## src/rtl/core/ccd_pkg.sv

```systemverilog
package ccd_pkg;

	localparam int CostW     = 32;
	localparam int SumW      = 48;
	localparam int AddW      = CostW + 1;
	localparam int CfgIdxW   = 2;
	localparam int CfgDataW  = 32;
	localparam int QueueDepth = 4;
	localparam int QueuePtrW  = $clog2(QueueDepth);
	localparam int QueueCntW  = $clog2(QueueDepth + 1);

	localparam logic [CostW-1:0] MultiplierReset = 32'h0001_0000;

	localparam logic CmdStart = 1'b0;
	localparam logic CmdEdge  = 1'b1;

	localparam logic [1:0] StAvailable = 2'd0;
	localparam logic [1:0] StReserve   = 2'd1;
	localparam logic [1:0] StLockedIn  = 2'd2;
	localparam logic [1:0] StLockedOut = 2'd3;

	localparam logic [CfgIdxW-1:0] RegCostMultiplier = 2'd0;
	localparam logic [CfgIdxW-1:0] RegAsymmetricMode = 2'd1;
	localparam logic [CfgIdxW-1:0] RegOptimiseInside = 2'd2;

	typedef struct packed {
		logic asymmetric;
		logic optimise_inside;
	} mode_t;

	typedef struct packed {
		logic                   load;
		logic                   last;
		logic signed [AddW-1:0] addend;
	} entry_t;

endpackage

```

## src/rtl/core/connection_cost_delta_unit.sv

```systemverilog
// Connection cost delta unit.
// Input channel (item_valid / item_stall) takes one item per transfer: a start
// item (command low) loads the running sum with the signed fixed cost and
// latches the add/remove and annealing flags; neighbour items (command high)
// add, subtract or skip their edge cost per the configured rules.
// An item with last_item set produces one transfer on the result channel
// (result_valid / result_stall): running sum times cost_multiplier, shifted
// by FRAC_BITS, saturated to 48 bits, with saturated flagging any clip.
// Throughput: one item per cycle while item_stall is low; a 4-entry queue
// splits classification from the accumulator, which takes one add per cycle
// unless a last item waits on a stalled snapshot stage. After the queue, the
// result is registered in the snapshot, magnitude, two-partial-product, limit
// and sign stages. Config writes (cfg_write, cfg_index, cfg_data) are
// registered and are meant for idle periods only; index 3 is ignored.
// Reset clears the sum, flags, queue and pipeline; the multiplier resets to
// 1.0. When result_stall is high the pipeline backs up, then the queue fills,
// and item_stall rises once the queue is full; nothing is dropped.
module connection_cost_delta_unit #(
	parameter int FRAC_BITS = 16
) (
	input  logic                               clk,
	input  logic                               arst_n,
	input  logic                               cfg_write,
	input  logic [ccd_pkg::CfgIdxW-1:0]        cfg_index,
	input  logic [ccd_pkg::CfgDataW-1:0]       cfg_data,
	input  logic                               item_valid,
	output logic                               item_stall,
	input  logic                               command,
	input  logic [ccd_pkg::CostW-1:0]          fixed_cost,
	input  logic                               removing_unit,
	input  logic                               from_annealing,
	input  logic [1:0]                         neighbour_status,
	input  logic                               edge_from_unit,
	input  logic [ccd_pkg::CostW-1:0]          edge_cost,
	input  logic                               last_item,
	output logic                               result_valid,
	input  logic                               result_stall,
	output logic signed [ccd_pkg::SumW-1:0]    cost_delta,
	output logic                               saturated
);

	logic [ccd_pkg::CostW-1:0] multiplier_q;
	logic                      asymmetric_q;
	logic                      optimise_inside_q;
	ccd_pkg::mode_t            mode;
	logic                      queue_full;
	logic                      push;
	ccd_pkg::entry_t           push_entry;
	logic                      pop;
	logic                      head_valid;
	ccd_pkg::entry_t           head;

	always_ff @(posedge clk or negedge arst_n) begin
		if (!arst_n) begin
			multiplier_q      <= ccd_pkg::MultiplierReset;
			asymmetric_q      <= 1'b0;
			optimise_inside_q <= 1'b0;
		end else if (cfg_write) begin
			unique case (cfg_index)
				ccd_pkg::RegCostMultiplier: multiplier_q      <= cfg_data;
				ccd_pkg::RegAsymmetricMode: asymmetric_q      <= cfg_data[0];
				ccd_pkg::RegOptimiseInside: optimise_inside_q <= cfg_data[0];
				default: ;
			endcase
		end
	end

	assign mode.asymmetric      = asymmetric_q;
	assign mode.optimise_inside = optimise_inside_q;

	ccd_front u_front (
		.clk              (clk),
		.arst_n           (arst_n),
		.mode             (mode),
		.queue_full       (queue_full),
		.item_valid       (item_valid),
		.item_stall       (item_stall),
		.command          (command),
		.fixed_cost       (fixed_cost),
		.removing_unit    (removing_unit),
		.from_annealing   (from_annealing),
		.neighbour_status (neighbour_status),
		.edge_from_unit   (edge_from_unit),
		.edge_cost        (edge_cost),
		.last_item        (last_item),
		.push             (push),
		.push_entry       (push_entry)
	);

	ccd_queue u_queue (
		.clk        (clk),
		.arst_n     (arst_n),
		.push       (push),
		.push_entry (push_entry),
		.pop        (pop),
		.head_valid (head_valid),
		.head       (head),
		.full       (queue_full)
	);

	ccd_back #(
		.FRAC_BITS (FRAC_BITS)
	) u_back (
		.clk          (clk),
		.arst_n       (arst_n),
		.multiplier   (multiplier_q),
		.head_valid   (head_valid),
		.head         (head),
		.pop          (pop),
		.result_valid (result_valid),
		.result_stall (result_stall),
		.cost_delta   (cost_delta),
		.saturated    (saturated)
	);

endmodule

```

## src/rtl/core/ccd_front.sv

```systemverilog
module ccd_front (
	input  logic                      clk,
	input  logic                      arst_n,
	input  ccd_pkg::mode_t            mode,
	input  logic                      queue_full,
	input  logic                      item_valid,
	output logic                      item_stall,
	input  logic                      command,
	input  logic [ccd_pkg::CostW-1:0] fixed_cost,
	input  logic                      removing_unit,
	input  logic                      from_annealing,
	input  logic [1:0]                neighbour_status,
	input  logic                      edge_from_unit,
	input  logic [ccd_pkg::CostW-1:0] edge_cost,
	input  logic                      last_item,
	output logic                      push,
	output ccd_pkg::entry_t           push_entry
);

	logic removing_q;
	logic annealing_q;
	logic in_reserve;
	logic signed [ccd_pkg::AddW-1:0] cost;
	logic signed [ccd_pkg::AddW-1:0] signed_cost;
	logic signed [ccd_pkg::AddW-1:0] other;
	logic signed [ccd_pkg::AddW-1:0] fixed;
	logic signed [ccd_pkg::AddW-1:0] edge_addend;

	assign item_stall = queue_full;
	assign push       = item_valid && !queue_full;

	always_comb begin
		cost        = $signed({1'b0, edge_cost});
		fixed       = $signed({1'b0, fixed_cost});
		in_reserve  = (neighbour_status == ccd_pkg::StReserve) ||
		              (neighbour_status == ccd_pkg::StLockedIn);
		signed_cost = removing_q ? -cost : cost;
		other       = annealing_q ? -signed_cost : '0;
		edge_addend = '0;
		if (mode.asymmetric) begin
			if (annealing_q) begin
				if (edge_from_unit) begin
					if (neighbour_status == ccd_pkg::StAvailable)
						edge_addend = signed_cost;
				end else if (in_reserve) begin
					edge_addend = -signed_cost;
				end
			end else if (edge_from_unit && neighbour_status == ccd_pkg::StAvailable) begin
				edge_addend = cost;
			end
		end else if (mode.optimise_inside) begin
			edge_addend = in_reserve ? signed_cost : other;
		end else begin
			edge_addend = in_reserve ? other : signed_cost;
		end

		push_entry.last = last_item;
		if (command == ccd_pkg::CmdStart) begin
			push_entry.load   = 1'b1;
			push_entry.addend = removing_unit ? -fixed : fixed;
		end else begin
			push_entry.load   = 1'b0;
			push_entry.addend = edge_addend;
		end
	end

	always_ff @(posedge clk or negedge arst_n) begin
		if (!arst_n) begin
			removing_q  <= 1'b0;
			annealing_q <= 1'b0;
		end else if (push && command == ccd_pkg::CmdStart) begin
			removing_q  <= removing_unit;
			annealing_q <= from_annealing;
		end
	end

endmodule

```

## src/rtl/core/ccd_queue.sv

```systemverilog
module ccd_queue (
	input  logic            clk,
	input  logic            arst_n,
	input  logic            push,
	input  ccd_pkg::entry_t push_entry,
	input  logic            pop,
	output logic            head_valid,
	output ccd_pkg::entry_t head,
	output logic            full
);

	ccd_pkg::entry_t                 entries_q [ccd_pkg::QueueDepth];
	logic [ccd_pkg::QueuePtrW-1:0]   wr_ptr_q;
	logic [ccd_pkg::QueuePtrW-1:0]   rd_ptr_q;
	logic [ccd_pkg::QueueCntW-1:0]   count_q;

	assign head_valid = (count_q != '0);
	assign full       = (count_q == ccd_pkg::QueueCntW'(ccd_pkg::QueueDepth));
	assign head       = entries_q[rd_ptr_q];

	always_ff @(posedge clk) begin
		if (push)
			entries_q[wr_ptr_q] <= push_entry;
	end

	always_ff @(posedge clk or negedge arst_n) begin
		if (!arst_n) begin
			wr_ptr_q <= '0;
			rd_ptr_q <= '0;
			count_q  <= '0;
		end else begin
			if (push)
				wr_ptr_q <= wr_ptr_q + 1'b1;
			if (pop)
				rd_ptr_q <= rd_ptr_q + 1'b1;
			if (push && !pop)
				count_q <= count_q + 1'b1;
			else if (pop && !push)
				count_q <= count_q - 1'b1;
		end
	end

	a_count_bound: assert property (@(posedge clk) disable iff (!arst_n)
		count_q <= ccd_pkg::QueueCntW'(ccd_pkg::QueueDepth))
		else $error("queue count beyond depth");

endmodule

```

## src/rtl/core/ccd_back.sv

```systemverilog
module ccd_back #(
	parameter int FRAC_BITS = 16
) (
	input  logic                            clk,
	input  logic                            arst_n,
	input  logic [ccd_pkg::CostW-1:0]       multiplier,
	input  logic                            head_valid,
	input  ccd_pkg::entry_t                 head,
	output logic                            pop,
	output logic                            result_valid,
	input  logic                            result_stall,
	output logic signed [ccd_pkg::SumW-1:0] cost_delta,
	output logic                            saturated
);

	localparam int SumW   = ccd_pkg::SumW;
	localparam int ProdW  = 2 * ccd_pkg::CostW;
	localparam int HiW    = SumW - ccd_pkg::CostW + ccd_pkg::CostW;
	localparam int Shl    = ccd_pkg::CostW - FRAC_BITS;
	localparam logic [SumW-1:0] LimitPos = {1'b0, {(SumW-1){1'b1}}};
	localparam logic [SumW-1:0] LimitNeg = {1'b1, {(SumW-1){1'b0}}};

	logic signed [SumW-1:0] sum_q;
	logic                   clip_q;
	logic signed [SumW:0]   wide_sum;
	logic signed [SumW-1:0] next_sum;
	logic                   next_clip;

	logic valid_s1, valid_s2, valid_s3, valid_s4, result_valid_q;
	logic ready_s1, ready_s2, ready_s3, ready_s4, ready_out;

	logic signed [SumW-1:0] sum_s1;
	logic                   clip_s1;
	logic [SumW-1:0]        mag_s2;
	logic                   neg_s2, clip_s2;
	logic [ProdW-1:0]       lo_s3;
	logic [HiW-1:0]         hi_s3;
	logic                   neg_s3, clip_s3;
	logic [SumW-1:0]        q_s4;
	logic                   neg_s4, clip_s4;
	logic signed [SumW-1:0] cost_delta_q;
	logic                   saturated_q;

	logic [ProdW-1:0] lo_prod;
	logic [HiW-1:0]   hi_prod;
	logic [SumW-1:0]  limit;
	logic [HiW-1:0]   hi_limit;
	logic             hi_over;
	logic [ProdW-1:0] q_sum;
	logic             q_over;

	assign ready_out = !result_valid_q || !result_stall;
	assign ready_s4  = !valid_s4 || ready_out;
	assign ready_s3  = !valid_s3 || ready_s4;
	assign ready_s2  = !valid_s2 || ready_s3;
	assign ready_s1  = !valid_s1 || ready_s2;

	assign pop = head_valid && (!head.last || ready_s1);

	always_comb begin
		wide_sum = {sum_q[SumW-1], sum_q} +
		           (SumW+1)'(head.addend);
		if (head.load) begin
			next_sum  = SumW'(head.addend);
			next_clip = 1'b0;
		end else if (wide_sum[SumW] != wide_sum[SumW-1]) begin
			next_sum  = wide_sum[SumW] ? $signed(LimitNeg) : $signed(LimitPos);
			next_clip = 1'b1;
		end else begin
			next_sum  = wide_sum[SumW-1:0];
			next_clip = clip_q;
		end
	end

	always_comb begin
		lo_prod  = ProdW'(mag_s2[ccd_pkg::CostW-1:0]) * ProdW'(multiplier);
		hi_prod  = HiW'(mag_s2[SumW-1:ccd_pkg::CostW]) * HiW'(multiplier);
		limit    = neg_s3 ? LimitNeg : LimitPos;
		hi_limit = HiW'(limit >> Shl);
		hi_over  = hi_s3 > hi_limit;
		q_sum    = (ProdW'(hi_s3) << Shl) + (lo_s3 >> FRAC_BITS);
		q_over   = q_sum > ProdW'(limit);
	end

	always_ff @(posedge clk or negedge arst_n) begin
		if (!arst_n) begin
			sum_q          <= '0;
			clip_q         <= 1'b0;
			valid_s1       <= 1'b0;
			valid_s2       <= 1'b0;
			valid_s3       <= 1'b0;
			valid_s4       <= 1'b0;
			result_valid_q <= 1'b0;
		end else begin
			if (pop) begin
				sum_q  <= next_sum;
				clip_q <= next_clip;
			end
			if (ready_s1)
				valid_s1 <= pop && head.last;
			if (ready_s2)
				valid_s2 <= valid_s1;
			if (ready_s3)
				valid_s3 <= valid_s2;
			if (ready_s4)
				valid_s4 <= valid_s3;
			if (ready_out)
				result_valid_q <= valid_s4;
		end
	end

	always_ff @(posedge clk) begin
		if (ready_s1 && pop && head.last) begin
			sum_s1  <= next_sum;
			clip_s1 <= next_clip;
		end
		if (ready_s2 && valid_s1) begin
			neg_s2  <= sum_s1[SumW-1];
			mag_s2  <= sum_s1[SumW-1] ? -sum_s1 : sum_s1;
			clip_s2 <= clip_s1;
		end
		if (ready_s3 && valid_s2) begin
			lo_s3   <= lo_prod;
			hi_s3   <= hi_prod;
			neg_s3  <= neg_s2;
			clip_s3 <= clip_s2;
		end
		if (ready_s4 && valid_s3) begin
			q_s4    <= (hi_over || q_over) ? limit : q_sum[SumW-1:0];
			neg_s4  <= neg_s3;
			clip_s4 <= clip_s3 || hi_over || q_over;
		end
		if (ready_out && valid_s4) begin
			cost_delta_q <= neg_s4 ? -$signed(q_s4) : $signed(q_s4);
			saturated_q  <= clip_s4;
		end
	end

	assign result_valid = result_valid_q;
	assign cost_delta   = cost_delta_q;
	assign saturated    = saturated_q;

	a_load_sets_sum: assert property (@(posedge clk) disable iff (!arst_n)
		pop && head.load |=> !clip_q &&
		sum_q == $past(SumW'(head.addend)))
		else $error("start transfer did not load the sum");

	a_last_snapshot: assert property (@(posedge clk) disable iff (!arst_n)
		pop && head.last |=> valid_s1 && sum_s1 == sum_q)
		else $error("last transfer not captured for scaling");

	a_sign_carried: assert property (@(posedge clk) disable iff (!arst_n)
		valid_s1 && ready_s2 |=> valid_s2 && neg_s2 == $past(sum_s1[SumW-1]))
		else $error("sign lost between snapshot and magnitude");

endmodule

```

## config.mk

```make
export PLATFORM = sky130hd
export DESIGN_NAME = connection_cost_delta_unit
export DESIGN_NICKNAME = d
export VERILOG_FILES = /design/src/rtl/core/ccd_pkg.sv /design/src/rtl/core/connection_cost_delta_unit.sv /design/src/rtl/core/ccd_front.sv /design/src/rtl/core/ccd_queue.sv /design/src/rtl/core/ccd_back.sv
export SDC_FILE = /design/constraint.sdc
export NUM_CORES = 2
export LEC_CHECK = 0
export BUFFER_PORTS_ARGS = -buffer_cell sky130_fd_sc_hd__buf_4
export CORE_UTILIZATION = 59
export CTS_CLUSTER_SIZE = 40
export DETAILED_ROUTE_END_ITERATION = 12
export PLACE_DENSITY = 0.82
export SLEW_MARGIN = 40
export SYNTH_ARGS = -nofsm -noshare
export SYNTH_HDL_FRONTEND = slang
export SYNTH_SLANG_ARGS = --single-unit
```

## constraint.sdc

```tcl
create_clock -name clk -period 9.8 [get_ports clk]
set_input_delay 0.49 -clock clk [delete_from_list [all_inputs] [get_ports clk]]
set_output_delay 0.49 -clock clk [all_outputs]
set_load 0.01 [all_outputs]
```

==> summary.md <==
| Metric | Value |
|---|---|
| Input/output buffers | 160 |
| Cell family contributing the most delay on the critical path | adder cells |
| Required time of the worst setup path | 10270 ps |
| Classification of the worst setup path | reg -> reg |
| Layout cell share with drive strength beyond 1 | 0.0733 |
| Critical Path Start Type | flop |
| Initial Util | 0.597 |
| Vias in the first global route | 62500 |
| DRT Wirelength | 212000 um |
| Most numerous cell on the critical path | fa_1 |
| Max Transition Viols Final | 0 |
| Total Die Area | 135000 um2 |
| Arrival time at the worst endpoint | 9390 ps |
| Routed len/inst | approximately 21 um |
| Number of top-level pins | 161 |
| Slew HR | 0.399 |
| Die Span X | 368 um |
| Total number of vias | 59300 |
| Post-Route Setup TNS | 0 ps |
| Post-Synthesis Mean Instance Area | 9.74 um2 |
| Count of maximum capacitance violations | 0 |
| Depth of the CTS H-tree | 2 |
| Overflow after GRT | 0 |
| Maximum net fanout on the critical path | 21 |
| Min Tclk post-route | 8920 ps |
| TritonCTS buffer count | 61 |
| Post-synthesis instance area | 78900 um2 |
| Initial drt markers | 4911 |
| Post-CTS Repair Setup Buffers | 0 |
| Most instantiated flip-flop cell in the synthesis netlist | edfxtp_1 |
| Unrepaired setup endpoints after global routing | no |
| Final setup fails | 0 |
| Yosys synthesis warning count | 0 |
| Cell with the largest stage delay on the worst path | edfxtp_1 |
| Clock tree root buffer cell | clkbuf_16 |
| Synth-to-layout area growth | 6.58% |
| Critical Path Sink Type | flop |
| DR DRC count | 0 |
| Status | finished clean |
| Post-synthesis cell type with the largest combined area | fa_1 |
| Post-DP HPWL | 166000 um |
| Synthesized instance count | 8102 |
| Flops & latches, synth | 533 |
| Clock sink count | around 530 |
| Core Footprint | approximately 130000 um2 |
| Largest net degree at the start of global routing | 81 |
| Finished Core Util | 0.637 |
| Share of synthesized registers carrying an async set or reset | 0.182 |
| Number of distinct library cells after synthesis | 88 |
| Final hold viol count | 0 |
| Portion of the post-synthesis area used by sequential elements | 0.197 |
| Wire length of the first global-routing pass | 337000 um |
| Antenna violations before repair | 9 |
| Global-route usage over all layers | 0.317 |
| Fmax | about 110 MHz |
| Height of the die | ~370 um |
| Final net count | approximately 10000 |
| Critical Path Max Stage Delay | 790 ps |
| Nets in the synthesized netlist | 10100 |
| Antenna violation net count after detailed routing | 0 |
| Clock edge transition at the registers on the reported setup and hold paths | 70 ps |
| Number of detailed-routing iterations run before antenna repair | 8 |
| Number of buffers between clock root and the deepest sink | 3 |
| Std-Cell Rows | 133 |
| Area share of the largest cell type after synthesis | 0.334 |
| Crit path buffers/inverters | 7 |
| Hold Path Class | in -> reg |
| Worst-Margin Slew | about 900 ps |
| Period Utilization, post-route | 0.910 |
| CTS tree | built |
| Via density | about 6.0 |
| Worst Clk Skew | 31.2 ps |
| Clock network latency to the later pin of the worst-skew pair | 710 ps |
| Number of enable-type register cells in the synthesized netlist | 436 |
| Top area cells in the synthesized netlist | fa_1, edfxtp_1, ha_1, inv_1, and2_1 |
| GPL Wtd Cong | 0.966 |
-- cell usage in the layout (no fill, tap or decap), drive strengths merged, types with 31 or more instances in the layout --
master,n
inv,1344
fa,1316
nand2,1041
and2,744
ha,550
edfxtp,436
a21oi,305
buf,299
xnor2,233
nor2,228
o21ai,218
xor2,106
a21o,102
dfrtp,96
mux2,93
clkbuf,87
nand3,79
o31ai,61
nor3,60
nand4,48
a221oi,44
a31oi,39
a211oi,35
mux4,34
or3,31
-- cells in the mapped netlist, drive strengths merged, types with 106 or more instances --
library cell	number
and2	744
xor2	106
ha	550
edfxtp	436
clkbuf	427
a21oi	305
inv	1338
fa	1316
nand2	1041
o21ai	218
xnor2	233
nor2	228
-- metal layers --
layer  routed length, um  GRT usage  part of all wire
met5                  62          0           0.00029
met4               13300      0.173             0.063
met3               18400     0.0579             0.087
met2              103000      0.531              0.48
met1               77200      0.389              0.36
-- worst reg2reg max path: stages (launching register included) --
cell,delay [ps]
edfxtp_1,790
buf_4,450
nand2_1,170
fa_1,590
inv_1,70
fa_1,530
inv_1,50
fa_1,540
inv_1,60
fa_1,480
fa_1,560
fa_1,430
fa_1,490
inv_1,50
fa_1,470
inv_1,40
ha_1,370
and3_1,230
nor2b_1,190
and3_1,180
nand3_1,130
a2111oi_0,640
buf_4,250
o21ai_0,190
a211o_1,380
a211o_1,270
o311ai_0,110
-- through the flow --
| stage | cell area [um2] | hold WS, ps | cells | setup WS, ps |
|---|---|---|---|---|
| 2_1_floorplan | 78900 | 194 | 8102 | 2050 |
| 3_3_place_gp | 81700 | 404 | 9704 | 971 |
| 3_5_place_dp | 81800 | 414 | 9713 | 814 |
| 4_1_cts | 84000 | 0.849 | 9841 | 745 |
| 5_1_grt | 84100 | 34.1 | 9848 | 667 |
| 6_report | 84100 | 43.4 | 9850 | 884 |
-- cell type report --
type / count / area (um2)
Multi-Input combinational cell: 5790 / 56800
Sequential cell: 533 / 15500
Fill cell: 10300 / 48000
Clock buffer: 87 / 1720
Clock inverter: 29 / 340
Inverter: 1340 / 5030
Timing Repair Buffer: 311 / 2450
Antenna cell: 5 / 12.5
Tap cell: 1755 / 2200
-- kinds of logic (layout without fill, tap and decap cells) --
| family | count (synthesis) | count (layout) | share of synthesized area |
|---|---|---|---|
| AOI/OAI and AO/OA | 1029 | 1029 | 0.0840 |
| adders and majority gates | 1866 | 1866 | 0.421 |
| and+or+nand+nor | 2412 | 2412 | 0.151 |
| muxes | 144 | 144 | 0.0251 |
| DFF | 533 | 533 | 0.197 |
| other | 0 | 5 | 0 |
| buffers and inverters | 1779 | 1767 | 0.0849 |
| xor gates and xnor gates | 339 | 339 | 0.0376 |
-- final timing paths --
| path | startpoint | to | slack [ps] | cells after the start |
|---|---|---|---|---|
| setup / recovery | u_back.mag_s2[24] | u_back.lo_s3[61] | 880 | 26 |
| hold / removal | cfg_data[5] | multiplier_q[5] | 40 | 2 |
| setup reg to reg | u_back.mag_s2[24] | u_back.lo_s3[61] | 880 | 26 |
| hold reg to reg | u_back.clip_s4 | u_back.saturated | 430 | 0 |
| max in group asynchronous | arst_n | multiplier_q[11] | 7790 | 5 |
| min in group asynchronous | arst_n | optimise_inside_q | 260 | 2 |
-- repair_timing --
item                                   CTS  global route
endpoints found under the hold margin   31             0
hold buffers                            12             0
gates resized for setup                  0             0
-- sequential cells by signal, indices dropped and copies added, names as in the netlist, 2 cells and up --
register           count
u_back.mag_s2         48
u_back.q_s4           48
u_back.lo_s3          48
u_back.hi_s3          48
u_back.sum_s1         48
u_queue.rd_ptr_q       2
u_back.sum_q          48
u_queue.entries_q    140
u_queue.wr_ptr_q       2
u_back.cost_delta     48
multiplier_q          32
u_queue.count_q        3
Power is left out: the tool's default activity adds up to more than one toggle a clock period on the data nets, which glitch-free logic cannot reach.
